<file path="config.mk">
export PLATFORM = sky130hd
export DESIGN_NAME = blaq_quant
export DESIGN_NICKNAME = d
export VERILOG_FILES = /design/src/sv/blaq_pkg.sv /design/src/sv/blaq_quant.sv
export SDC_FILE = /design/constraint.sdc
export NUM_CORES = 1
export LEC_CHECK = 0
export BUFFER_PORTS_ARGS = -buffer_cell sky130_fd_sc_hd__clkbuf_2
export CELL_PAD_IN_SITES_DETAIL_PLACEMENT = 1
export CELL_PAD_IN_SITES_GLOBAL_PLACEMENT = 2
export CORE_MARGIN = 2
export CORE_UTILIZATION = 37
export CTS_CLUSTER_SIZE = 20
export DETAILED_ROUTE_END_ITERATION = 10
export PLACE_DENSITY = 0.72
export SETUP_SLACK_MARGIN = 0.15
export SLEW_MARGIN = 25
export SYNTH_ARGS = -nofsm -noshare
export SYNTH_HDL_FRONTEND = slang
export SYNTH_SLANG_ARGS = --single-unit
</file>
<file path="constraint.sdc">
create_clock -name clk -period 5.5 [get_ports clk]
set_clock_uncertainty 0.05 [all_clocks]
set_input_delay 0.55 -clock clk [delete_from_list [all_inputs] [get_ports clk]]
set_output_delay 0.55 -clock clk [all_outputs]
set_load 0.02 [all_outputs]
</file>
<file path="src/sv/blaq_pkg.sv">
// ----------------------------------------------------------------------------
// blaq_pkg
// Shared constants, types and the ramp table of the luma ASCII quantizer.
// ----------------------------------------------------------------------------
package blaq_pkg;

	localparam int MAX_IMAGE_WIDTH = 1024;
	localparam int MAX_BLOCK_SIDE  = 64;
	localparam int HEIGHT_LIMIT    = 1024;

	localparam int COL_W = $clog2(MAX_IMAGE_WIDTH);
	localparam int ROW_W = $clog2(HEIGHT_LIMIT);
	localparam int OFS_W = (MAX_BLOCK_SIDE > 1) ? $clog2(MAX_BLOCK_SIDE) : 1;

	// register and port widths
	localparam int IMG_REG_W  = 11;
	localparam int BLK_REG_W  = 7;
	localparam int CFG_DATA_W = 11;
	localparam int CFG_IDX_W  = 2;
	localparam int PIX_W      = 8;
	localparam int LEVEL_W    = 4;
	localparam int CHAR_W     = 7;
	localparam int ZONE_W     = 10;

	localparam int IMG_W_RESET = 640;
	localparam int IMG_H_RESET = 480;
	localparam int BLK_W_RESET = 8;
	localparam int BLK_H_RESET = 16;

	// BT.601 weights, 16 fraction bits, summing to one
	localparam int LUMA_FRAC = 16;
	localparam int W_RED     = 19595;
	localparam int W_GREEN   = 38470;
	localparam int W_BLUE    = 7471;
	localparam int PIX_MAX   = 255;
	localparam int LUMA_W    = PIX_W + LUMA_FRAC;

	localparam int CNT_W  = $clog2(MAX_BLOCK_SIDE * MAX_BLOCK_SIDE) + 1;
	localparam int SUM_W  = LUMA_W + CNT_W - 1;
	localparam int ACC_W  = SUM_W + CNT_W;
	// 9*sum with the fraction bits dropped
	localparam int XH_W   = SUM_W + 4 - LUMA_FRAC;

	localparam int LEVEL_MAX = 9;

	typedef enum logic [CFG_IDX_W-1:0] {
		REG_IMAGE_WIDTH,
		REG_IMAGE_HEIGHT,
		REG_BLOCK_WIDTH,
		REG_BLOCK_HEIGHT
	} cfg_reg_t;

	typedef struct packed {
		logic [ZONE_W-1:0] col;
		logic [ZONE_W-1:0] row;
		logic              last;
	} zone_meta_t;

	typedef struct packed {
		zone_meta_t meta;
		logic       start;   // top-left pixel of a zone
		logic       finish;  // bottom-right pixel of a zone
	} pixel_pos_t;

	typedef struct packed {
		logic [SUM_W-1:0] sum;
		logic [CNT_W-1:0] cnt;
	} acc_entry_t;

	function automatic logic [CHAR_W-1:0] ramp_char(input logic [LEVEL_W-1:0] level);
		logic [CHAR_W-1:0] c;
		unique case (level)
			4'd0:    c = 7'd32;  // ' '
			4'd1:    c = 7'd46;  // '.'
			4'd2:    c = 7'd58;  // ':'
			4'd3:    c = 7'd45;  // '-'
			4'd4:    c = 7'd61;  // '='
			4'd5:    c = 7'd43;  // '+'
			4'd6:    c = 7'd42;  // '*'
			4'd7:    c = 7'd35;  // '#'
			4'd8:    c = 7'd37;  // '%'
			4'd9:    c = 7'd64;  // '@'
			default: c = 7'd32;
		endcase
		return c;
	endfunction

endpackage

</file>
<file path="src/sv/blaq_quant.sv">
// ----------------------------------------------------------------------------
// blaq_quant
// Quantizer tail: level = number of k in 1..9 with 9*sum >= k*255*2^16*count,
// in pipeline stages (operands with thresholds, then compare) and an output register.
// ----------------------------------------------------------------------------
module blaq_quant (
	input  logic                          clk,
	input  logic                          arst_n,
	input  logic                          push,
	input  blaq_pkg::acc_entry_t          acc,
	input  blaq_pkg::zone_meta_t          meta_in,
	output logic                          full,
	output logic                          out_valid,
	input  logic                          out_ready,
	output logic [blaq_pkg::LEVEL_W-1:0]  ramp_level,
	output logic [blaq_pkg::CHAR_W-1:0]   char_code,
	output logic [blaq_pkg::ZONE_W-1:0]   zone_column,
	output logic [blaq_pkg::ZONE_W-1:0]   zone_row,
	output logic                          last_zone
);

	localparam int SW = blaq_pkg::SUM_W;
	localparam int XW = blaq_pkg::XH_W;
	localparam int LM = blaq_pkg::LEVEL_MAX;

	logic                    valid_s1, valid_s2, out_valid_q;
	logic                    adv1, adv2;
	logic [SW-1:0]           sum_s1;
	logic [blaq_pkg::CNT_W-1:0] cnt_s1;
	blaq_pkg::zone_meta_t    meta_s1, meta_s2, meta_q;

	logic [SW+3:0]           nine_sum;
	logic [XW-1:0]           xh_d, xh_s2;
	logic [XW-1:0]           thr_d  [1:LM];
	logic [XW-1:0]           thr_s2 [1:LM];
	logic [blaq_pkg::LEVEL_W-1:0] lvl_d, level_q;
	logic [blaq_pkg::CHAR_W-1:0]  char_q;

	assign adv2 = valid_s2 && (!out_valid_q || out_ready);
	assign adv1 = valid_s1 && (!valid_s2 || adv2);

	// operands: 9*sum without fraction bits, and k*255*count for each k
	assign nine_sum = {sum_s1, 3'b000} + (SW+4)'(sum_s1);
	assign xh_d     = nine_sum[SW+3:blaq_pkg::LUMA_FRAC];

	always_comb begin
		for (int k = 1; k <= LM; k++) begin
			thr_d[k] = XW'(XW'(cnt_s1) * XW'(k * blaq_pkg::PIX_MAX));
		end
	end

	// thresholds rise with k, so the last one met is the level
	always_comb begin
		lvl_d = '0;
		for (int k = 1; k <= LM; k++) begin
			if (xh_s2 >= thr_s2[k]) begin
				lvl_d = blaq_pkg::LEVEL_W'(k);
			end
		end
	end

	always_ff @(posedge clk or negedge arst_n) begin
		if (!arst_n) begin
			valid_s1    <= 1'b0;
			valid_s2    <= 1'b0;
			out_valid_q <= 1'b0;
		end else begin
			if (push) begin
				valid_s1 <= 1'b1;
			end else if (adv1) begin
				valid_s1 <= 1'b0;
			end
			if (adv1) begin
				valid_s2 <= 1'b1;
			end else if (adv2) begin
				valid_s2 <= 1'b0;
			end
			if (adv2) begin
				out_valid_q <= 1'b1;
			end else if (out_ready) begin
				out_valid_q <= 1'b0;
			end
		end
	end

	always_ff @(posedge clk) begin
		if (push) begin
			sum_s1  <= acc.sum;
			cnt_s1  <= acc.cnt;
			meta_s1 <= meta_in;
		end
		if (adv1) begin
			xh_s2   <= xh_d;
			thr_s2  <= thr_d;
			meta_s2 <= meta_s1;
		end
		if (adv2) begin
			level_q <= lvl_d;
			char_q  <= blaq_pkg::ramp_char(lvl_d);
			meta_q  <= meta_s2;
		end
	end

	assign full        = valid_s1;
	assign out_valid   = out_valid_q;
	assign ramp_level  = level_q;
	assign char_code   = char_q;
	assign zone_column = meta_q.col;
	assign zone_row    = meta_q.row;
	assign last_zone   = meta_q.last;

`ifndef SYNTHESIS
	a_no_overwrite: assert property (@(posedge clk) disable iff (!arst_n)
		push |-> !valid_s1)
		else $error("zone result pushed into occupied stage");
	a_stall_holds: assert property (@(posedge clk) disable iff (!arst_n)
		valid_s2 && !adv2 |=> valid_s2 && $stable(xh_s2))
		else $error("stalled compare stage lost its item");
	a_level_range: assert property (@(posedge clk) disable iff (!arst_n)
		out_valid_q |-> level_q <= blaq_pkg::LEVEL_W'(blaq_pkg::LEVEL_MAX))
		else $error("ramp level out of range");
`endif

endmodule

</file>
Yosys cells after proc, flatten, opt, wreduce, memory -nomap -nowiden
Memory sizes are Yosys's and may differ from the RTL's. A register that Yosys moved wholly into a read port is not among the register bits.
Cells that the tools add are included.
{"block": "classes", "n_addsub": 1, "mul": 9, "n_lt_le_gt_ge": 9, "muxes": 15, "n_reduce_logical": 9}
{"cell": "$ge 24x24->1", "n": 5}
{"cell": "$mul 13x8->21 const B", "n": 4}
{"cell": "$ge 24x23->1", "n": 2}
{"cell": "$mul 13x11->24 const B", "n": 2}
{"cell": "$mul 13x10->23 const B", "n": 2}
{"cell": "$add 39x36->40", "n": 1}
{"cell": "$mux 4", "n": 8}
{"cell": "$ge 24x21->1", "n": 1}
{"cell": "$ge 24x22->1", "n": 1}
{"cell": "$mul 13x12->24 const B", "n": 1}
{"cell": "$mux 1", "n": 7}
{"cell": "$reduce_bool 2->1", "n": 3}
{"cell": "$logic_and 1x1->1", "n": 2}
{"cell": "$logic_not 1->1", "n": 2}
{"cell": "$logic_or 1x1->1", "n": 2}
{"block": "totals", "ff_bits": 345, "rom_bits": 112, "in_bits": 74, "out_inout_bits": 34, "word_cells": 69, "n_memories": 1}
{"memory": "(no name shown)", "words": 16, "word_bits": 7, "read_ports": 1, "rd_clocked_by_memory_dff": 1, "write_ports": 0, "line": "blaq_pkg.sv:72", "text": "unique case (level)"}

Depth between registers and ports, before layout
{"block": "depth", "ltp_word": 10, "ltp_mapped": 21, "ltp_nobuf": 21}

Worst setup path after synthesis
No wires, ideal clock.
{"block": "synth_path", "kind": "reg-to-reg", "from": "reg cnt_s1[6] in the netlist's numbering", "to": "reg thr_s2[118] in the netlist's numbering, data pin", "setup_time_ns": 0.257, "t_arrival_ns": 5.150, "required_time_ns": 5.193, "setup_slack_ns": 0.043, "path_stages_with_launch": 21, "path_buffers": 0, "cell_sequence": "edfxtp_1 inv_1 fa_1 inv_1 ha_1 inv_1 fa_1 inv_1 fa_1 inv_1 fa_1 inv_1 ha_1 o21a_1 nor2_1 a21oi_1 a21oi_1 a21oi_1 a41o_1 o41a_1 xor2_1"}
{"element": "start: declaration", "line": "blaq_quant.sv:29", "text": "logic [blaq_pkg::CNT_W-1:0] cnt_s1;"}
{"element": "start signal: assignment", "line": "blaq_quant.sv:89", "text": "cnt_s1 <= acc.cnt;"}
{"element": "end signal: assignment", "line": "blaq_quant.sv:94", "text": "thr_s2 <= thr_d;"}
{"element": "end: declaration", "line": "blaq_quant.sv:35", "text": "logic [XW-1:0] thr_s2 [1:LM];"}

Worst setup path after layout
{"block": "layout_path", "from": "reg cnt_s1[3] in the netlist's numbering", "to": "reg thr_s2[95] in the netlist's numbering, data pin"}
{"block": "layout_via", "elab_chain_len": 1}
{"element": "$mul 13x10->23", "line": "blaq_quant.sv:48", "text": "thr_d[k] = XW'(XW'(cnt_s1) * XW'(k * blaq_pkg::PIX_MAX));"}
No other way between the ends.
A chain may end at the register's enable or synchronous reset.

==> flow_metrics.env <==
export IMPL_leading_cell_types_by_count_after_synthesis="sky130_fd_sc_hd__inv_1, sky130_fd_sc_hd__ha_1, sky130_fd_sc_hd__edfxtp_1, sky130_fd_sc_hd__fa_1, sky130_fd_sc_hd__a21oi_1"
export IMPL_route_detailed_drc=0
export IMPL_cp_data_arrival_time_ns=5.64
export IMPL_placement_io_buffers=107
export IMPL_floorplan_die_height_um=269
export IMPL_yosys_area_top_type="sky130_fd_sc_hd__edfxtp_1"
export IMPL_critical_path_max_stage_delay_ns=0.63
export IMPL_setup_tns_ns=0
export IMPL_clk_root_buffer_cell="sky130_fd_sc_hd__clkbuf_16"
export IMPL_area_growth_synth_to_final_pct=22.7
export IMPL_dominantRegCellSynth="sky130_fd_sc_hd__edfxtp_1"
export IMPL_post_drt_via_cell_ratio=5.03
export IMPL_antenna_violations_before_repair=8
export IMPL_cts_tree="built"
export IMPL_worst_hold_path_endpoint="cnt_s1[12]"
export IMPL_layout_cells_non_filler=3731
export IMPL_outcome="finished, final reports clean"
export IMPL_final_fill_count=7591
export IMPL_worst_skew_pair_latency_ns=0.57
export IMPL_critical_path_startpoint_type="flip-flop"
export IMPL_reg2reg_slack_ns=0.13
export IMPL_post_synth_instance_area_um2=26000
export IMPL_cp_end_kind="flip-flop"
export IMPL_finalHoldViolations=0
export IMPL_final_core_utilization=0.457
export IMPL_synth_yosys_seq_area_share=0.299
export IMPL_synth_top_cells_by_area="sky130_fd_sc_hd__edfxtp_1, sky130_fd_sc_hd__ha_1, sky130_fd_sc_hd__fa_1"
export IMPL_hold_path_depth=1
export IMPL_worst_r2r_endpoint="thr_s2[95]"
export IMPL_grtUsageTotal=0.228
export IMPL_synth_seq_cells=259
export IMPL_rr_worst_depth=19
export IMPL_drtAntennaViolNets=0
export IMPL_cp_required_ns=5.76
export IMPL_ys_types=71
export IMPL_grt_max_degree=69
export IMPL_share_of_synthesized_flip_flops_with_an_asynchronous_set_or_reset=0.0116
export IMPL_grt_ovfl_total=0
export IMPL_share_of_final_layout_standard_cells_stronger_than_drive_strength_1=0.210
export IMPL_maxCapViolCount=0
export IMPL_count_leader_synth="sky130_fd_sc_hd__inv_1"
export IMPL_post_dp_cell_area_um2=29200
export IMPL_hold_path_class="primary input to flip-flop"
export IMPL_critical_path_max_fanout=3
export IMPL_routed_vias=18800
export IMPL_ys_warnings_count=0
export IMPL_cp_slowest_cell="sky130_fd_sc_hd__fa_2"
export IMPL_cts_max_level=2
export IMPL_initial_core_util=0.373
export IMPL_clock_transition_time_at_the_flip_flop_clock_pins_of_the_worst_setup_and_hold_paths_ns=0.06
export IMPL_hpwl_um=69000
export IMPL_timing_setup_critical_path_class="flip-flop to flip-flop"
export IMPL_critPathLaunch="cnt_s1[3]"
export IMPL_ioPinCount=108
export IMPL_fmaxAchievable_mhz=186
export IMPL_finalCriticalPeriod_ns=5.37
export IMPL_netlist_instances=2377
export IMPL_floorplan_rows=97
export IMPL_clock_path_buffers=3
export IMPL_cts_buffers_inserted=36
export IMPL_syn_mean_instance_area_um2=10.9
export IMPL_cts_sinks=259
export IMPL_crit_reg2reg_launch="cnt_s1[3]"
export IMPL_placedCellCount=3617
export IMPL_path_cells="buf_6, buf_6, fa_2, inv_2, fa_2, buf_6, fa_1, fa_2, fa_2, inv_2, ha_4, o21a_1, nor2_2, a21oi_2, buf_6, a211o_4, a311oi_4, a21oi_2, xnor2_2"
export IMPL_synth_top_area_share=0.296
export IMPL_maxSlewHeadroom=0.477
export IMPL_globalplace_congestion=0.923
export IMPL_chipWidth_um=269
export IMPL_finalInstanceArea_um2=31900
export IMPL_dr_pass1_iters=5
export IMPL_post_route_period_util=0.977
export IMPL_postSynthNetCount=3174
export IMPL_first_pass_grt_wire_length_um=122000
export IMPL_die_area_um2=72400
export IMPL_finalSetupViolations=0
export IMPL_synth_enable_flop_cells=256
export IMPL_grt_pass1_vias=20500
export IMPL_grt_setup_unrepaired="true"
export IMPL_worstMarginPinSlew_ns=0.765
export IMPL_core_area_um2=69800
export IMPL_first_iter_violations=894
export IMPL_finalMaxSlewViolations=0
export IMPL_hold_start="acc[12]"
export IMPL_num_nets_final=3560
export IMPL_route_final_wire_length_um=81600
export IMPL_drt_wirelength_per_cell_um=21.9
## kinds of logic after synthesis
family | synth area share
adders and majority gates | 0.412
buffers and inverters | 0.0781
AOI/OAI and AO/OA | 0.107
and+or+nand+nor | 0.0646
DFF | 0.299
xor gates and xnor gates | 0.0401
muxes | 0.000385
## layout by cell type, fill, tap and decap left out, drive strengths merged, types with 61 or more instances in the layout
master,count
clkbuf,143
nor2,71
inv,540
a21oi,136
xnor2,82
o21ai,61
ha,502
fa,221
edfxtp,256
a21o,86
buf,244
## layer usage
metal	GRT usage	wire length, µm
met1	0.292	35800
met5	0	0
met2	0.402	40200
met3	0.0333	3630
met4	0.0584	1960
## worst max path at each step
stage | to | slack, ns | cells past startpoint
6_report | thr_s2[95] | 0.13 | 19
5_1_grt | thr_s2[22] | -0.02 | 23
4_1_cts | thr_s2[22] | 0.08 | 22
3_5_place_dp | thr_s2[46] | -0.42 | 18
3_3_place_gp | thr_s2[46] | -0.37 | 17
2_1_floorplan | thr_s2[118] | 0.13 | 20
## through the flow
step / worst slack, ns / hold WS [ns]
6_report: 0.125 / 0.0994
5_1_grt: -0.0170 / 0.0731
4_1_cts: 0.0808 / 0.0666
3_5_place_dp: -0.418 / 0.301
3_3_place_gp: -0.370 / 0.297
2_1_floorplan: 0.130 / 0.204
## worst max-delay path, delay by kind of cell, from the launching register on
kind,cells,cell delay [ns]
XOR/XNOR,1,0.16
AO/OA/AOI/OAI,5,1.03
buffers and inverters,6,0.75
AND/OR/NAND/NOR,1,0.10
flip-flops,1,0.40
adder cells (fa/ha/maj),6,2.66
## area by class of cell
| class | count | area [µm²] | area share |
|---|---|---|---|
| inverters | 536 | 2020 | 0.0632 |
| diodes | 1 | 2.50 | 0.0000785 |
| well taps | 940 | 1180 | 0.0369 |
| clock inverters | 28 | 359 | 0.0113 |
| multi-input cells | 1579 | 17200 | 0.539 |
| clock buffers | 37 | 905 | 0.0284 |
| flip-flops and latches | 259 | 7760 | 0.243 |
| repair buffers | 351 | 2470 | 0.0776 |
## state kept, by name, indices dropped and copies added, names as in the netlist
signal and cells:
meta_s1 21, thr_s2 109, sum_s1 36, zone_row 10, last_zone 1, cnt_s1 13, xh_s2 24, meta_s2 21
out_valid 1, ramp_level 4, valid_s2 1, full 1, char_code 7, zone_column 10
## timing repair
item | 4_1_cts | 5_1_grt
setup buffers | 25 | 21
hold endpoints to repair | 3 | 0
pin swaps | 44 | 62
gates resized for setup | 101 | 95
hold buffers | 1 | 0
endpoints found under the setup margin | 28 | 30
Power is not shown: default switching activity piles up to over one toggle a cycle in this logic, so the estimate is an artifact.
