===== config.mk =====
export PLATFORM = sky130hd
export DESIGN_NAME = blaq_raster
export DESIGN_NICKNAME = d
export VERILOG_FILES = /design/src/sv/blaq_pkg.sv /design/src/sv/blaq_raster.sv
export SDC_FILE = /design/constraint.sdc
export NUM_CORES = 1
export LEC_CHECK = 0
export BUFFER_PORTS_ARGS = -buffer_cell sky130_fd_sc_hd__buf_2
export CAP_MARGIN = 10
export CORE_MARGIN = 4
export CORE_UTILIZATION = 40
export CTS_CLUSTER_SIZE = 24
export DETAILED_ROUTE_END_ITERATION = 8
export HOLD_SLACK_MARGIN = 0.12
export PLACE_DENSITY = 0.54
export SLEW_MARGIN = 15
export SYNTH_ARGS = -nofsm -noshare
export SYNTH_HDL_FRONTEND = slang
export SYNTH_SLANG_ARGS = --single-unit

===== constraint.sdc =====
create_clock -name clk -period 3.2 [get_ports clk]
set_input_delay 0.32 -clock clk [delete_from_list [all_inputs] [get_ports clk]]
set_output_delay 0.32 -clock clk [all_outputs]
set_load 0.02 [all_outputs]

===== src/sv/blaq_pkg.sv =====
// ----------------------------------------------------------------------------
// blaq_pkg
// Shared constants, types and the ramp table of the luma ASCII quantizer.
// ----------------------------------------------------------------------------
package blaq_pkg;

	localparam int MAX_IMAGE_WIDTH = 1024;
	localparam int MAX_BLOCK_SIDE  = 64;
	localparam int HEIGHT_LIMIT    = 1024;

	localparam int COL_W = $clog2(MAX_IMAGE_WIDTH);
	localparam int ROW_W = $clog2(HEIGHT_LIMIT);
	localparam int OFS_W = (MAX_BLOCK_SIDE > 1) ? $clog2(MAX_BLOCK_SIDE) : 1;

	// register and port widths
	localparam int IMG_REG_W  = 11;
	localparam int BLK_REG_W  = 7;
	localparam int CFG_DATA_W = 11;
	localparam int CFG_IDX_W  = 2;
	localparam int PIX_W      = 8;
	localparam int LEVEL_W    = 4;
	localparam int CHAR_W     = 7;
	localparam int ZONE_W     = 10;

	localparam int IMG_W_RESET = 640;
	localparam int IMG_H_RESET = 480;
	localparam int BLK_W_RESET = 8;
	localparam int BLK_H_RESET = 16;

	// BT.601 weights, 16 fraction bits, summing to one
	localparam int LUMA_FRAC = 16;
	localparam int W_RED     = 19595;
	localparam int W_GREEN   = 38470;
	localparam int W_BLUE    = 7471;
	localparam int PIX_MAX   = 255;
	localparam int LUMA_W    = PIX_W + LUMA_FRAC;

	localparam int CNT_W  = $clog2(MAX_BLOCK_SIDE * MAX_BLOCK_SIDE) + 1;
	localparam int SUM_W  = LUMA_W + CNT_W - 1;
	localparam int ACC_W  = SUM_W + CNT_W;
	// 9*sum with the fraction bits dropped
	localparam int XH_W   = SUM_W + 4 - LUMA_FRAC;

	localparam int LEVEL_MAX = 9;

	typedef enum logic [CFG_IDX_W-1:0] {
		REG_IMAGE_WIDTH,
		REG_IMAGE_HEIGHT,
		REG_BLOCK_WIDTH,
		REG_BLOCK_HEIGHT
	} cfg_reg_t;

	typedef struct packed {
		logic [ZONE_W-1:0] col;
		logic [ZONE_W-1:0] row;
		logic              last;
	} zone_meta_t;

	typedef struct packed {
		zone_meta_t meta;
		logic       start;   // top-left pixel of a zone
		logic       finish;  // bottom-right pixel of a zone
	} pixel_pos_t;

	typedef struct packed {
		logic [SUM_W-1:0] sum;
		logic [CNT_W-1:0] cnt;
	} acc_entry_t;

	function automatic logic [CHAR_W-1:0] ramp_char(input logic [LEVEL_W-1:0] level);
		logic [CHAR_W-1:0] c;
		unique case (level)
			4'd0:    c = 7'd32;  // ' '
			4'd1:    c = 7'd46;  // '.'
			4'd2:    c = 7'd58;  // ':'
			4'd3:    c = 7'd45;  // '-'
			4'd4:    c = 7'd61;  // '='
			4'd5:    c = 7'd43;  // '+'
			4'd6:    c = 7'd42;  // '*'
			4'd7:    c = 7'd35;  // '#'
			4'd8:    c = 7'd37;  // '%'
			4'd9:    c = 7'd64;  // '@'
			default: c = 7'd32;
		endcase
		return c;
	endfunction

endpackage


===== src/sv/blaq_raster.sv =====
// ----------------------------------------------------------------------------
// blaq_raster
// Configuration registers and raster position tracking (pixel, offset in
// zone, zone indices). Flags zone start, zone finish and image end.
// ----------------------------------------------------------------------------
module blaq_raster (
	input  logic                            clk,
	input  logic                            arst_n,
	input  logic                            cfg_wr,
	input  logic [blaq_pkg::CFG_IDX_W-1:0]  cfg_index,
	input  logic [blaq_pkg::CFG_DATA_W-1:0] cfg_data,
	input  logic                            step,
	output blaq_pkg::pixel_pos_t            pos
);

	localparam int CW = blaq_pkg::COL_W;
	localparam int RW = blaq_pkg::ROW_W;
	localparam int OW = blaq_pkg::OFS_W;

	logic [blaq_pkg::IMG_REG_W-1:0] img_w_q, img_h_q;
	logic [blaq_pkg::BLK_REG_W-1:0] blk_w_q, blk_h_q;

	logic [CW-1:0] col_q, zone_col_q;
	logic [RW-1:0] row_q, zone_row_q;
	logic [OW-1:0] ofs_x_q, ofs_y_q;

	logic [CW:0] w_eff, col_inc;
	logic [RW:0] h_eff, row_inc;
	logic [OW:0] bw_eff, bh_eff, ofs_x_inc, ofs_y_inc;
	logic        col_end, row_end, ofs_x_end, ofs_y_end;

	// zero reads as one, oversize reads as the limit
	always_comb begin
		if (img_w_q == '0) begin
			w_eff = (CW+1)'(1);
		end else if (img_w_q > blaq_pkg::IMG_REG_W'(blaq_pkg::MAX_IMAGE_WIDTH)) begin
			w_eff = (CW+1)'(blaq_pkg::MAX_IMAGE_WIDTH);
		end else begin
			w_eff = (CW+1)'(img_w_q);
		end
		if (img_h_q == '0) begin
			h_eff = (RW+1)'(1);
		end else if (img_h_q > blaq_pkg::IMG_REG_W'(blaq_pkg::HEIGHT_LIMIT)) begin
			h_eff = (RW+1)'(blaq_pkg::HEIGHT_LIMIT);
		end else begin
			h_eff = (RW+1)'(img_h_q);
		end
		if (blk_w_q == '0) begin
			bw_eff = (OW+1)'(1);
		end else if (9'(blk_w_q) > 9'(blaq_pkg::MAX_BLOCK_SIDE)) begin
			bw_eff = (OW+1)'(blaq_pkg::MAX_BLOCK_SIDE);
		end else begin
			bw_eff = (OW+1)'(blk_w_q);
		end
		if (blk_h_q == '0) begin
			bh_eff = (OW+1)'(1);
		end else if (9'(blk_h_q) > 9'(blaq_pkg::MAX_BLOCK_SIDE)) begin
			bh_eff = (OW+1)'(blaq_pkg::MAX_BLOCK_SIDE);
		end else begin
			bh_eff = (OW+1)'(blk_h_q);
		end
	end

	assign col_inc   = {1'b0, col_q} + (CW+1)'(1);
	assign row_inc   = {1'b0, row_q} + (RW+1)'(1);
	assign ofs_x_inc = {1'b0, ofs_x_q} + (OW+1)'(1);
	assign ofs_y_inc = {1'b0, ofs_y_q} + (OW+1)'(1);

	assign col_end   = col_inc >= w_eff;
	assign row_end   = row_inc >= h_eff;
	assign ofs_x_end = ofs_x_inc >= bw_eff;
	assign ofs_y_end = ofs_y_inc >= bh_eff;

	assign pos.meta.col  = blaq_pkg::ZONE_W'(zone_col_q);
	assign pos.meta.row  = blaq_pkg::ZONE_W'(zone_row_q);
	assign pos.meta.last = col_end && row_end;
	assign pos.start     = (ofs_x_q == '0) && (ofs_y_q == '0);
	assign pos.finish    = (ofs_x_end || col_end) && (ofs_y_end || row_end);

	always_ff @(posedge clk or negedge arst_n) begin
		if (!arst_n) begin
			img_w_q    <= blaq_pkg::IMG_REG_W'(blaq_pkg::IMG_W_RESET);
			img_h_q    <= blaq_pkg::IMG_REG_W'(blaq_pkg::IMG_H_RESET);
			blk_w_q    <= blaq_pkg::BLK_REG_W'(blaq_pkg::BLK_W_RESET);
			blk_h_q    <= blaq_pkg::BLK_REG_W'(blaq_pkg::BLK_H_RESET);
			col_q      <= '0;
			row_q      <= '0;
			ofs_x_q    <= '0;
			ofs_y_q    <= '0;
			zone_col_q <= '0;
			zone_row_q <= '0;
		end else if (cfg_wr) begin
			unique case (blaq_pkg::cfg_reg_t'(cfg_index))
				blaq_pkg::REG_IMAGE_WIDTH:  img_w_q <= blaq_pkg::IMG_REG_W'(cfg_data);
				blaq_pkg::REG_IMAGE_HEIGHT: img_h_q <= blaq_pkg::IMG_REG_W'(cfg_data);
				blaq_pkg::REG_BLOCK_WIDTH:  blk_w_q <= blaq_pkg::BLK_REG_W'(cfg_data);
				blaq_pkg::REG_BLOCK_HEIGHT: blk_h_q <= blaq_pkg::BLK_REG_W'(cfg_data);
			endcase
			// any write restarts the image
			col_q      <= '0;
			row_q      <= '0;
			ofs_x_q    <= '0;
			ofs_y_q    <= '0;
			zone_col_q <= '0;
			zone_row_q <= '0;
		end else if (step) begin
			if (col_end) begin
				col_q      <= '0;
				ofs_x_q    <= '0;
				zone_col_q <= '0;
				if (row_end) begin
					row_q      <= '0;
					ofs_y_q    <= '0;
					zone_row_q <= '0;
				end else begin
					row_q <= row_q + RW'(1);
					if (ofs_y_end) begin
						ofs_y_q    <= '0;
						zone_row_q <= zone_row_q + RW'(1);
					end else begin
						ofs_y_q <= ofs_y_q + OW'(1);
					end
				end
			end else begin
				col_q <= col_q + CW'(1);
				if (ofs_x_end) begin
					ofs_x_q    <= '0;
					zone_col_q <= zone_col_q + CW'(1);
				end else begin
					ofs_x_q <= ofs_x_q + OW'(1);
				end
			end
		end
	end

endmodule


Yosys cells after proc, flatten, opt, wreduce, memory -nomap -nowiden. Cells that the tools add are included.

Flip-flop bits (word level): 88. Input bits: 17. Output and inout bits: 23. Word-level logic and storage cells: 87.

$add $sub $neg: 10. Order comparisons: 8. Equality and inequality tests: 3. Mux-type cells: 33. Reductions and logical operators: 23.

Operators with widths (count): 2-to-1 mux 10 bit (16); 2-to-1 mux 6 bit (9); 2-to-1 mux 11 bit (4); adder 10 x 1 -> 10 bit (second input constant) (4); 2-to-1 mux 7 bit (4); adder 10 x 1 -> 11 bit (second input constant) (2); >= comparator 11 bit (2); > comparator 11 bit (second input constant) (2); zero test 11 bit (2); adder 6 x 1 -> 7 bit (second input constant) (2); >= comparator 7 bit (2); > comparator 7 bit (second input constant) (2); zero test 7 bit (2); adder 6 x 1 -> 6 bit (second input constant) (2); zero test 6 bit (2); AND reduction 2 bit (6); nonzero test 3 bit (2); equality test 2 bit (second input constant) (2); nonzero test 2 bit (2); logical AND 1 bit (3); AND reduction 3 bit (1); equality test 2 x 1 -> 1 bit (second input constant) (1); zero test 2 bit (1); logical OR 1 bit (2).

Depth between registers and ports, before layout. Gate-level depths: netlist of run 1.

Depth in word-level cells: 9. Depth in mapped cells: 14. Mapped depth without buffers: 13.

Least setup slack after synthesis of run 1. No wires, ideal clock.

Path kind: register to register. Start: register col_q[0]. End: register zone_row_q[4]. Setup time: 0.104 ns. Arrival time: 2.672 ns. Data required time: 3.096 ns. Slack: 0.425 ns. Stages on the path, launching flop included: 14. Path buffers: 1. Period minus slack after synthesis: 2.775 ns. Cells stage by stage: dfrtp_1 -> ha_1 -> and3_1 -> nand3_1 -> nor2_1 -> and3_1 -> ha_1 -> a21oi_1 -> o21ai_0 -> a21o_1 -> a31oi_1 -> buf_2 -> a22oi_1 -> o41ai_2.

Word-level cells in the longest chain between the ends: 4.

Ends and longest elaborated chain: start: declaration (RTL line blaq_raster.sv:23) `logic [CW-1:0] col_q, zone_col_q;`; start signal: assignment (RTL line blaq_raster.sv:125) `col_q <= col_q + CW'(1);`; adder 10 x 1 -> 11 bit (RTL line blaq_raster.sv:64) `assign col_inc = {1'b0, col_q} + (CW+1)'(1);`; >= comparator 11 bit (RTL line blaq_raster.sv:69) `assign col_end = col_inc >= w_eff;`; nonzero test 2 bit (no line); AND reduction 3 bit (no line); end signal: assignment (RTL line blaq_raster.sv:119) `zone_row_q <= zone_row_q + RW'(1);`; end: declaration (RTL line blaq_raster.sv:24) `logic [RW-1:0] row_q, zone_row_q;`.

No other way between the ends. A chain may end at the register's enable or synchronous reset.

==> results by group, run 1 <==
Outcome
  • Status: finished clean

Synth
  • Synth warn: 0
  • Syn avg cell area: 9.622 um^2
  • Yosys reg bits: 88
  • Largest area contributor in the netlist: dfrtp_1
  • Yosys cell types: 67
  • Synth cell count leaders: nand2_1, dfrtp_1, ha_1, mux2_2, nand3_1
  • Register area share after synthesis: 40.91%
  • EDFF count, synth: 0
  • Ys async rst share: 100.0%
  • Main area contributors after synthesis: dfrtp_1, ha_1, mux2_2
  • Most numerous cell in the Yosys netlist: nand2_1
  • Prevailing post-synth register cell: dfrtp_1
  • Post-synthesis cell area: 5408 um^2
  • Cells after Synth: 562
  • Top cell type's share of synthesized area: 37.02%
  • Synth Net Count: 623

Power and ir drop
  • Switching power total: 1.166 mW
  • Power Dens Cells: 542.6 nW/um^2
  • Max IR drop VDD: 0.2900 mV
  • Logic gate share of total power: 30.1%
  • Internal power: 2.369 mW
  • Clock power frac: 29.9%
  • Static leakage power: 2.992 nW
  • Flop pwr share: 40.0%
  • Switching fraction of total power: 32.98%

Route
  • Initial DRC count: 306
  • Final wirelength: 13150 um
  • Routed WL per cell: 16.29 um
  • DRT Pass-1 Iters: 5
  • Via count: 4423
  • Vias/cell: 5.481
  • DRT antenna net count: 0
  • # DRC: 0

Clocking
  • Clock latency at the later pin of the worst-skew pair: 340 ps
  • Worst-path clk slew: 60 ps
  • CTS max path bufs: 2
  • TritonCTS clock tree: yes
  • Num CTS Buffers: 9
  • Num Clock Sinks: 88
  • Htree depth: 3
  • Clk root buf: clkbuf_16

Layout
  • Fraction of layout cells with a size suffix above 1: 27.73%
  • Diode count: 0
  • P&R area growth vs syn: 20.45%
  • Final Instance Area: 6514 um^2
  • Final net count: 687
  • Layout Utilization: 49.19%

Min path
  • HP Class: in2reg
  • Hold EP: img_w_q[10]
  • Hold Crit Start: cfg_data[10]
  • Hold Path Cell Cnt: 3

Critical path
  • CP Launch Point: row_q[0]
  • CP Capture Type: output port
  • FF-to-FF setup slack: 180 ps
  • R2r endpoint: ofs_y_q[4]
  • Critical Path AT: 2770 ps
  • RR Startpoint: row_q[0]
  • Worst Setup Start Kind: flop
  • CP Max Fanout: 5
  • CP Class: reg2out
  • Required time of the critical path: 2880 ps
  • Depth of the worst register-to-register path: 13

Placed design
  • GP Congestion: 0.8363
  • I/O Buffers: 39
  • DP Wirelength: 9469 um
  • Area after DPL: 5896 um^2

Floorplanning
  • Initial Utilization: 40.84%
  • Num ports: 40
  • Num rows: 42
  • Total core area: 13240 um^2
  • Die area: 15440 um^2
  • Die Width: 124.3 um
  • Die H: 124.3 um

Timing
  • Final clock skew: 6.590 ps
  • Final hold vios: 0
  • Final Cycle Share: 96.54%
  • Setup violations, final: 0
  • Slew @ Worst Pin: 613.8 ps
  • Pins Over Slew Limit: 0
  • FMAX: 323.7 MHz
  • Worst slew margin: 58.90%
  • Final min period: 3089 ps

GRT
  • Total gr overflow: 0
  • Tot GR Track Use: 17.21%
  • First-pass GRT wire length: 22000 um
  • Antenna violations before repair: 0
  • Vias in the first global route: 4364
  • Pin count of the biggest net entering global routing: 33

Flow run
  • Max-cap viol count: 0
==> worst max-delay path, cell delays in order (launching register included) <==
cell and delay (ps):
dfrtp_2 430, and3_4 210, nand3_4 90, nor2_4 160, buf_6 120, xor2_2 130, ha_1 260, and3_4 200
a221oi_4 270, o211ai_2 220, nand2_4 130, a21oi_2 60, buf_4 160
==> logic make-up after synthesis <==
family                     share of synthesized area, %
muxes                                             7.682
buffers and inverters                             3.146
and+or+nand+nor                                   18.86
AOI/OAI and AO/OA                                 14.85
DFF                                               40.91
xor gates and xnor gates                          4.373
adders and majority gates                         10.18
==> placed cells by master, fill, tap and decap left out, types with 4 or more instances in the layout <==
master     synthesis  routed
dfstp_2            8       8
buf_4              2      30
buf_2              4      37
a31oi_1            6       4
a22oi_1            5       5
inv_1             22      22
o22ai_1            7       7
o21a_1             4       4
o21ai_0           22      20
ha_1              44      41
nand4_1            9       9
or3_1              4       4
nand2b_1           7       7
nor2_1            28      23
xnor2_1           12      11
nand2_1           82      80
o21ai_1            6       6
a21oi_2            0       5
a21o_1            10      10
nor4_1             5       5
clkbuf_16          0       9
dfrtp_1           80      78
and3_1            13       8
mux2_2            36      36
a21oi_1           26      20
nand3_1           32      28
xor2_1            15      14
and3_4             0       5
or4_1              6       6
==> registers in the layout (all words and copies together) (netlist names) <==
signal and flops:
img_w_q 11, blk_h_q 7, ofs_y_q 6, img_h_q 11
zone_row_q 10, row_q 10, blk_w_q 7, ofs_x_q 6
zone_col_q 10, col_q 10
==> power by group through the flow <==
stage / sequential [mW] / combinational, mW / clock (mW)
6_report: 1.41 / 1.06 / 1.06
5_1_grt: 1.44 / 1.21 / 1.13
4_1_cts: 1.40 / 1.00 / 1.08
3_5_place_dp: 1.43 / 0.942 / 0
3_3_place_gp: 1.42 / 0.918 / 0
2_1_floorplan: 1.41 / 0.647 / 0
==> how the worst max path moves through the flow <==
stage,end,depth (start not counted)
2_1_floorplan,zone_row_q[4],13
3_3_place_gp,ofs_y_q[4],13
3_5_place_dp,ofs_y_q[3],13
4_1_cts,pos[0],12
5_1_grt,pos[0],12
6_report,pos[0],12
==> routing by layer <==
metal | part of all wire (%) | GRT usage [%] | vias to the layer above | wire length (um)
li1 | - | - | 2162 | -
met1 | 50 | 24.68 | 2176 | 6519
met2 | 46 | 26.18 | 76 | 6107
met3 | 2.9 | 3.431 | 9 | 380
met4 | 1.1 | 5.480 | 0 | 139
met5 | 0 | 0 | - | 0
==> layout make-up <==
cell class / count / area [um^2]
clock buffers: 12 / 246.5
clock inverters: 4 / 45.04
fillers: 1247 / 6729
inverters: 23 / 86.33
multi-input cells: 434 / 3249
flip-flops and latches: 88 / 2215
well taps: 176 / 220.2
repair buffers: 70 / 451.7
==> through the flow <==
step | setup TNS (ps) | std cells | setup WS, ps | power, mW | hold slack, ps
CTS | 0 | 802 | 3.378 | 3.489 | 198.4
floorplan | 0 | 562 | 424.5 | 2.057 | 24.41
global route | -36.90 | 807 | -25.61 | 3.777 | 226.5
global placement | 0 | 778 | 14.42 | 2.341 | 271.4
detailed placement | 0 | 778 | 55.11 | 2.371 | 269.7
finish | 0 | 807 | 110.7 | 3.534 | 204.0
==> what timing repair did <==
| action | CTS | global route |
|---|---|---|
| gates resized for setup | 21 | 31 |
| setup endpoints to repair | 2 | 19 |
| pin swaps | 7 | 15 |
| cloned | 0 | 0 |
| endpoints found under the hold margin | 23 | 0 |
| setup buffers | 8 | 5 |
| hold buffers | 1 | 0 |
No activity file was read; power rests on OpenSTA's default activity.
==> inputs of run 2 (changes only) <==
==> constraint.sdc (replaced) <==
create_clock -name clk -period 3.2 [get_ports clk]
set_input_delay 0.16 -clock clk [delete_from_list [all_inputs] [get_ports clk]]
set_output_delay 0.16 -clock clk [all_outputs]
set_load 0.02 [all_outputs]
==> results by group, run 2 (synthesis gave the netlist of run 1 again) <==
Floorplanning
  • Num rows: 42 (unchanged)
  • Total core area: 13240 um^2 (unchanged)
  • Die H: 124.3 um (unchanged)
  • Die area: 15440 um^2 (unchanged)
  • Num ports: 40 (unchanged)
  • Die Width: 124.3 um (unchanged)
  • Initial Utilization: 40.84% (unchanged)

Power and ir drop
  • Max IR drop VDD: 0.3722 mV (was 0.2900 mV)
  • Total power draw: 3.654 mW (was 3.534 mW)
  • Power Dens Cells: 569.1 nW/um^2 (was 542.6 nW/um^2)
  • Static leakage power: 2.979 nW (was 2.992 nW)

Placed design
  • Setup WS pre-CTS: 104.4 ps (was 55.11 ps)
  • GP Congestion: 0.8739 (was 0.8363)
  • Area after DPL: 5888 um^2 (was 5896 um^2)
  • Placed cells: 777 (was 778)
  • DP Wirelength: 9688 um (was 9469 um)
  • I/O Buffers: 39 (unchanged)

Critical path
  • CP Capture Type: output port (unchanged)
  • Required time of the critical path: 3040 ps (was 2880 ps)
  • RR Startpoint: col_q[0] (was row_q[0])
  • Depth of the worst register-to-register path: 11 (was 13)
  • CP Max Fanout: 4 (was 5)
  • FF-to-FF setup slack: 140 ps (was 180 ps)
  • CP Class: reg2out (unchanged)
  • Critical Path AT: 2910 ps (was 2770 ps)
  • Worst Setup Start Kind: flop (unchanged)
  • R2r endpoint: zone_col_q[6] (was ofs_y_q[4])

Timing
  • Pins Over Slew Limit: 0 (unchanged)
  • Final Cycle Share: 96.09% (was 96.54%)
  • Worst Setup Slack, final: 125.3 ps (was 110.7 ps)
  • Worst slew margin: 54.15% (was 58.90%)
  • Slew @ Worst Pin: 684.8 ps (was 613.8 ps)
  • Setup violations, final: 0 (unchanged)
  • Final hold vios: 0 (unchanged)
  • Worst hold slack: 143.6 ps (was 204.0 ps)
  • FMAX: 325.2 MHz (was 323.7 MHz)
  • Final clock skew: 8.994 ps (was 6.590 ps)
  • TNS Setup: 0 ps (unchanged)
  • Final min period: 3075 ps (was 3089 ps)

GRT
  • Pin count of the biggest net entering global routing: 42 (was 33)
  • Antenna violations before repair: 0 (unchanged)
  • Tot GR Track Use: 17.50% (was 17.21%)
  • Total gr overflow: 0 (unchanged)
  • First-pass GRT wire length: 22140 um (was 22000 um)
  • Vias in the first global route: 4250 (was 4364)

Layout
  • Final net count: 685 (was 687)
  • P&R area growth vs syn: 18.74% (was 20.45%)
  • Layout Utilization: 48.49% (was 49.19%)
  • Commonest non-fill, non-tap cell in the layout: nand2_1 (unchanged)
  • Final Non-Filler Cells: 805 (was 807)
  • Biggest regs: img_h_q: 11 flops, img_w_q: 11 flops (unchanged)
  • Final Instance Area: 6421 um^2 (was 6514 um^2)
  • Commonest non-fill, non-tap cells in the layout: nand2_1, dfrtp_1, ha_1, buf_2, mux2_2 (unchanged)
  • Diode count: 0 (unchanged)
  • Fraction of layout cells with a size suffix above 1: 23.85% (was 27.73%)

Min path
  • Hold Path Cell Cnt: 2 (was 3)
  • Hold Crit Start: cfg_data[0] (was cfg_data[10])
  • Hold EP: img_w_q[0] (was img_w_q[10])
  • HP Class: in2reg (unchanged)

Route
  • Final wirelength: 13450 um (was 13150 um)
  • Routed WL per cell: 16.70 um (was 16.29 um)
  • # DRC: 0 (unchanged)
  • DRT antenna net count: 0 (unchanged)
  • DRT Pass-1 Iters: 4 (was 5)
  • Vias/cell: 5.487 (was 5.481)
  • Initial DRC count: 271 (was 306)
  • Via count: 4417 (was 4423)

Clocking
  • Num Clock Sinks: 88 (unchanged)
  • CTS max path bufs: 2 (unchanged)
  • Num CTS Buffers: 9 (unchanged)
  • Htree depth: 3 (unchanged)
  • Worst-path clk slew: 60 ps (about the same)
  • Clock latency at the later pin of the worst-skew pair: 350 ps (was 340 ps)
  • TritonCTS clock tree: yes (unchanged)
  • Clk root buf: clkbuf_16 (unchanged)

Flow run
  • Max-cap viol count: 0 (unchanged)

Outcome
  • Status: finished clean (unchanged)
==> run 2: cell count changes in the layout (fill, tap and decap cells not counted), sizes merged <==
| cell | before | now |
|---|---|---|
| buf | 69 | 63 |
| bufinv | 1 | 3 |
| clkbuf | 12 | 11 |
| clkinv | 4 | 1 |
| clkinvlp | 0 | 2 |
| dlygate4sd3 | 1 | 5 |
==> run 2: critical path, cell delays in order (launching register included) <==
cell      delay (ps)
dfrtp_1          390
ha_2             220
and3_4           200
nand3_1          150
xnor2_1          240
ha_1             300
a21oi_1          140
o21ai_0          130
o21bai_4         220
a21oi_2          180
and2_4           190
a21oi_1           40
buf_2            160
==> run 2: final cells by class <==
class	count	area, um^2
Fill cell	1293	6822
Tap cell	176	220.2
Timing Repair Buffer	68	440.4
Clock inverter	5	105.1
Sequential cell	88	2213
Inverter	23	86.33
Multi-Input combinational cell	434	3123
Clock buffer	11	232.7
==> run 2: metal layers <==
metal / part of all wire, % / track usage (%) / up-vias / wire [um]
li1: - / - / 2163 / -
met2: 47 / 26.97 / 83 / 6323
met1: 48 / 25.49 / 2162 / 6503
met3: 3.6 / 2.616 / 9 / 486
met5: 0 / 0 / - / 0
met4: 0.99 / 5.287 / 0 / 133
==> run 2: how the worst max path moves through the flow <==
stage                         from            end  depth (start not counted)  slack, ps
final                     col_q[0]         pos[0]                         12        130
after global routing      row_q[1]         pos[0]                         13        -50
after CTS                 row_q[0]         pos[0]                         12          3
after detailed placement  row_q[0]       row_q[2]                         12        100
after global placement    row_q[0]  zone_row_q[4]                         11        110
after floorplan           col_q[0]  zone_row_q[4]                         13        420
==> run 2: power breakdown <==
part           internal [mW]  switching [mW]
logic                  0.448           0.573
registers               1.27           0.150
clock network          0.764           0.452
==> run 2: timing repair <==
item                                   CTS  global route
setup endpoints to repair                3            30
pin swaps                                0             4
endpoints found under the hold margin   46             0
hold buffers                             5             0
gates resized for setup                  7            15
buffers inserted                         3             4
==> inputs of run 3 (changes only) <==
--- a/config.mk
+++ b/config.mk
@@ -14,3 +14,3 @@
 export HOLD_SLACK_MARGIN = 0.12
-export PLACE_DENSITY = 0.54
+export PLACE_DENSITY = 0.56
 export SLEW_MARGIN = 15
==> constraint.sdc (replaced) <==
create_clock -name clk -period 2.7 [get_ports clk]
set_input_delay 0.27 -clock clk [delete_from_list [all_inputs] [get_ports clk]]
set_output_delay 0.27 -clock clk [all_outputs]
set_load 0.02 [all_outputs]
==> results by group, run 3 (synthesis gave the netlist of run 1 again) <==
Layout
  • Final net count: 736 (was 685)
  • Biggest regs: img_h_q: 11 flops, img_w_q: 11 flops (unchanged)
  • P&R area growth vs syn: 32.23% (was 18.74%)
  • Commonest non-fill, non-tap cells in the layout: dfrtp_1, nand2_1, buf_4, ha_1, buf_2 (was nand2_1, dfrtp_1, ha_1, buf_2, mux2_2)
  • Fraction of layout cells with a size suffix above 1: 36.91% (was 23.85%)
  • Commonest non-fill, non-tap cell in the layout: dfrtp_1 (was nand2_1)
  • Sequential cell area: 2212 um^2 (was 2213 um^2)
  • Filler cell count: 1203 (was 1293)
  • Multi-input gate area: 3408 um^2 (was 3123 um^2)
  • Diode count: 0 (unchanged)

Power and ir drop
  • Flop pwr share: 37.5% (was 38.8%)
  • Static leakage power: 3.335 nW (was 2.979 nW)
  • Power Dens Cells: 617.4 nW/um^2 (was 569.1 nW/um^2)
  • Internal power: 2.891 mW (was 2.479 mW)
  • Max IR drop VDD: 0.2818 mV (was 0.3722 mV)
  • Switching fraction of total power: 34.51% (was 32.15%)
  • Logic gate share of total power: 35.1% (was 28.0%)
  • Switching power total: 1.524 mW (was 1.175 mW)
  • Clock power frac: 27.4% (was 33.3%)
  • Total power draw: 4.415 mW (was 3.654 mW)

Critical path
  • FF-to-FF setup slack: -190 ps (was 140 ps)
  • CP Max Fanout: 2 (was 4)
  • Worst Setup Start Kind: flop (unchanged)
  • CP Capture Type: output port (unchanged)
  • Depth of the worst register-to-register path: 13 (was 11)
  • CP endpoint: pos[0] (unchanged)
  • RR Startpoint: col_q[0] (unchanged)
  • Required time of the critical path: 2430 ps (was 3040 ps)
  • R2r endpoint: ofs_x_q[2] (was zone_col_q[6])
  • Critical Path AT: 2650 ps (was 2910 ps)
  • CP Class: reg2out (unchanged)
  • CP Launch Point: col_q[0] (unchanged)

Placed design
  • I/O Buffers: 39 (unchanged)
  • DP Wirelength: 9735 um (was 9688 um)
  • GP Congestion: 0.8126 (was 0.8739)

Timing
  • Worst Setup Slack, final: -220.3 ps (was 125.3 ps)
  • Final Cycle Share: 108.2%
  • FMAX: 342.4 MHz
  • Final min period: 2920 ps
  • Worst slew margin: 61.58% (was 54.15%)
  • Final hold vios: 0 (unchanged)
  • Slew @ Worst Pin: 574.2 ps (was 684.8 ps)
  • Final clock skew: 10.36 ps (was 8.994 ps)
  • Worst hold slack: 167.6 ps (was 143.6 ps)
  • RSZ-0062 raised after global routing: yes
  • Pins Over Slew Limit: 0 (unchanged)
  • Setup violations, final: 37 (was 0)

Route
  • Final wirelength: 14200 um (was 13450 um)
  • DRT Pass-1 Iters: 4 (unchanged)
  • # DRC: 0 (unchanged)
  • DRT antenna net count: 0 (unchanged)
  • Initial DRC count: 243 (was 271)
  • Routed WL per cell: 16.59 um (was 16.70 um)
  • Via count: 4670 (was 4417)
  • Vias/cell: 5.456 (was 5.487)

Clocking
  • Clk root buf: clkbuf_16 (unchanged)
  • CTS max path bufs: 2 (unchanged)
  • Htree depth: 3 (unchanged)
  • Worst-path clk slew: 70 ps (was 60 ps)
  • TritonCTS clock tree: yes (unchanged)
  • Num CTS Buffers: 9 (unchanged)
  • Clock latency at the later pin of the worst-skew pair: 350 ps (about the same)
  • Num Clock Sinks: 88 (unchanged)

Floorplanning
  • Num ports: 40 (unchanged)
  • Num rows: 42 (unchanged)
  • Initial Utilization: 40.84% (unchanged)
  • Die H: 124.3 um (unchanged)
  • Total core area: 13240 um^2 (unchanged)
  • Die area: 15440 um^2 (unchanged)
  • Die Width: 124.3 um (unchanged)

Outcome
  • Status: complete, but fails checks (was finished clean)
  • Failing checks: setup timing

Flow run
  • Max-cap viol count: 0 (unchanged)

Min path
  • HP Class: in2reg (unchanged)
  • Hold Path Cell Cnt: 2 (unchanged)

GRT
  • Total gr overflow: 0 (unchanged)
  • Vias in the first global route: 4491 (was 4250)
  • Tot GR Track Use: 17.65% (was 17.50%)
  • First-pass GRT wire length: 22420 um (was 22140 um)
  • Pin count of the biggest net entering global routing: 58 (was 42)
  • Antenna violations before repair: 0 (unchanged)
## run 3: changes by cell type in the layout (fill, tap and decap cells not counted), sizes merged, moves of 3 or more
cell,previous run,this run
buf,63,115
dlygate4sd3,5,1
clkinv,1,4
bufinv,3,0
## run 3: power by group through the flow
stage	combinational [mW]	sequential, mW	clock (mW)
global route	1.71	1.68	1.27
CTS	1.40	1.65	1.24
global placement	1.23	1.67	0
detailed placement	1.26	1.68	0
finish	1.55	1.66	1.21
floorplan	0.774	1.67	0
## run 3: critical path, cell delays in order, from the launching register on
cell and delay, ps:
dfrtp_1 390, ha_2 200, and3_4 190, buf_6 110, xor2_1 140, ha_1 320
buf_4 110, nand4_1 160, o21bai_4 200, a21oi_2 80, and2_4 150, a21oi_2 110
buf_6 140
## run 3: layer usage
| layer | wire length [um] | GRT usage (%) | vias up |
|---|---|---|---|
| met5 | 0 | 0 | - |
| met4 | 335 | 7.801 | 0 |
| met3 | 410 | 2.273 | 20 |
| met2 | 6754 | 27.67 | 73 |
| met1 | 6697 | 24.50 | 2300 |
| li1 | - | - | 2277 |
## run 3: timing repair
item,in CTS,in global routing
gates cloned,1,2
resized for setup,39,59
buffers inserted,10,7
pin swaps,18,20
hold buffers,1,0
endpoints found under the setup margin,53,51
hold endpoints to repair,31,0
## run 3: worst min path at each step
stage / from / end / slack, ps
finish: cfg_data[9] / img_h_q[9] / 170
global route: cfg_data[8] / img_h_q[8] / 180
CTS: cfg_data[9] / img_h_q[9] / 160
detailed placement: arst_n / zone_col_q[4] / 250
global placement: arst_n / zone_col_q[4] / 250
floorplan: arst_n / blk_h_q[0] / -30
## run 3: area by class of cell
| class | instances | share of cell area [%] |
|---|---|---|
| multi-input combinational | 435 | 47.66 |
| sequential | 88 | 30.94 |
| timing repair buffer | 118 | 13.14 |
| clock buffer | 10 | 3.342 |
| tap | 176 | 3.080 |
| inverter | 23 | 1.207 |
| clock inverter | 6 | 0.6299 |
## run 3: metrics by stage
step | setup TNS [ps] | instance area [um^2] | util, % | worst slack (ps) | instances
after detailed placement | -5191 | 6255 | 47.23 | -248.3 | 819
after floorplan | -11.11 | 5431 | - | -11.11 | 562
final | -3425 | 7151 | 54.00 | -220.3 | 856
after CTS | -3287 | 6817 | 51.47 | -216.1 | 847
after global placement | -1762 | 6255 | 47.23 | -134.1 | 819
after global routing | -8917 | 7151 | 54.00 | -320.3 | 856
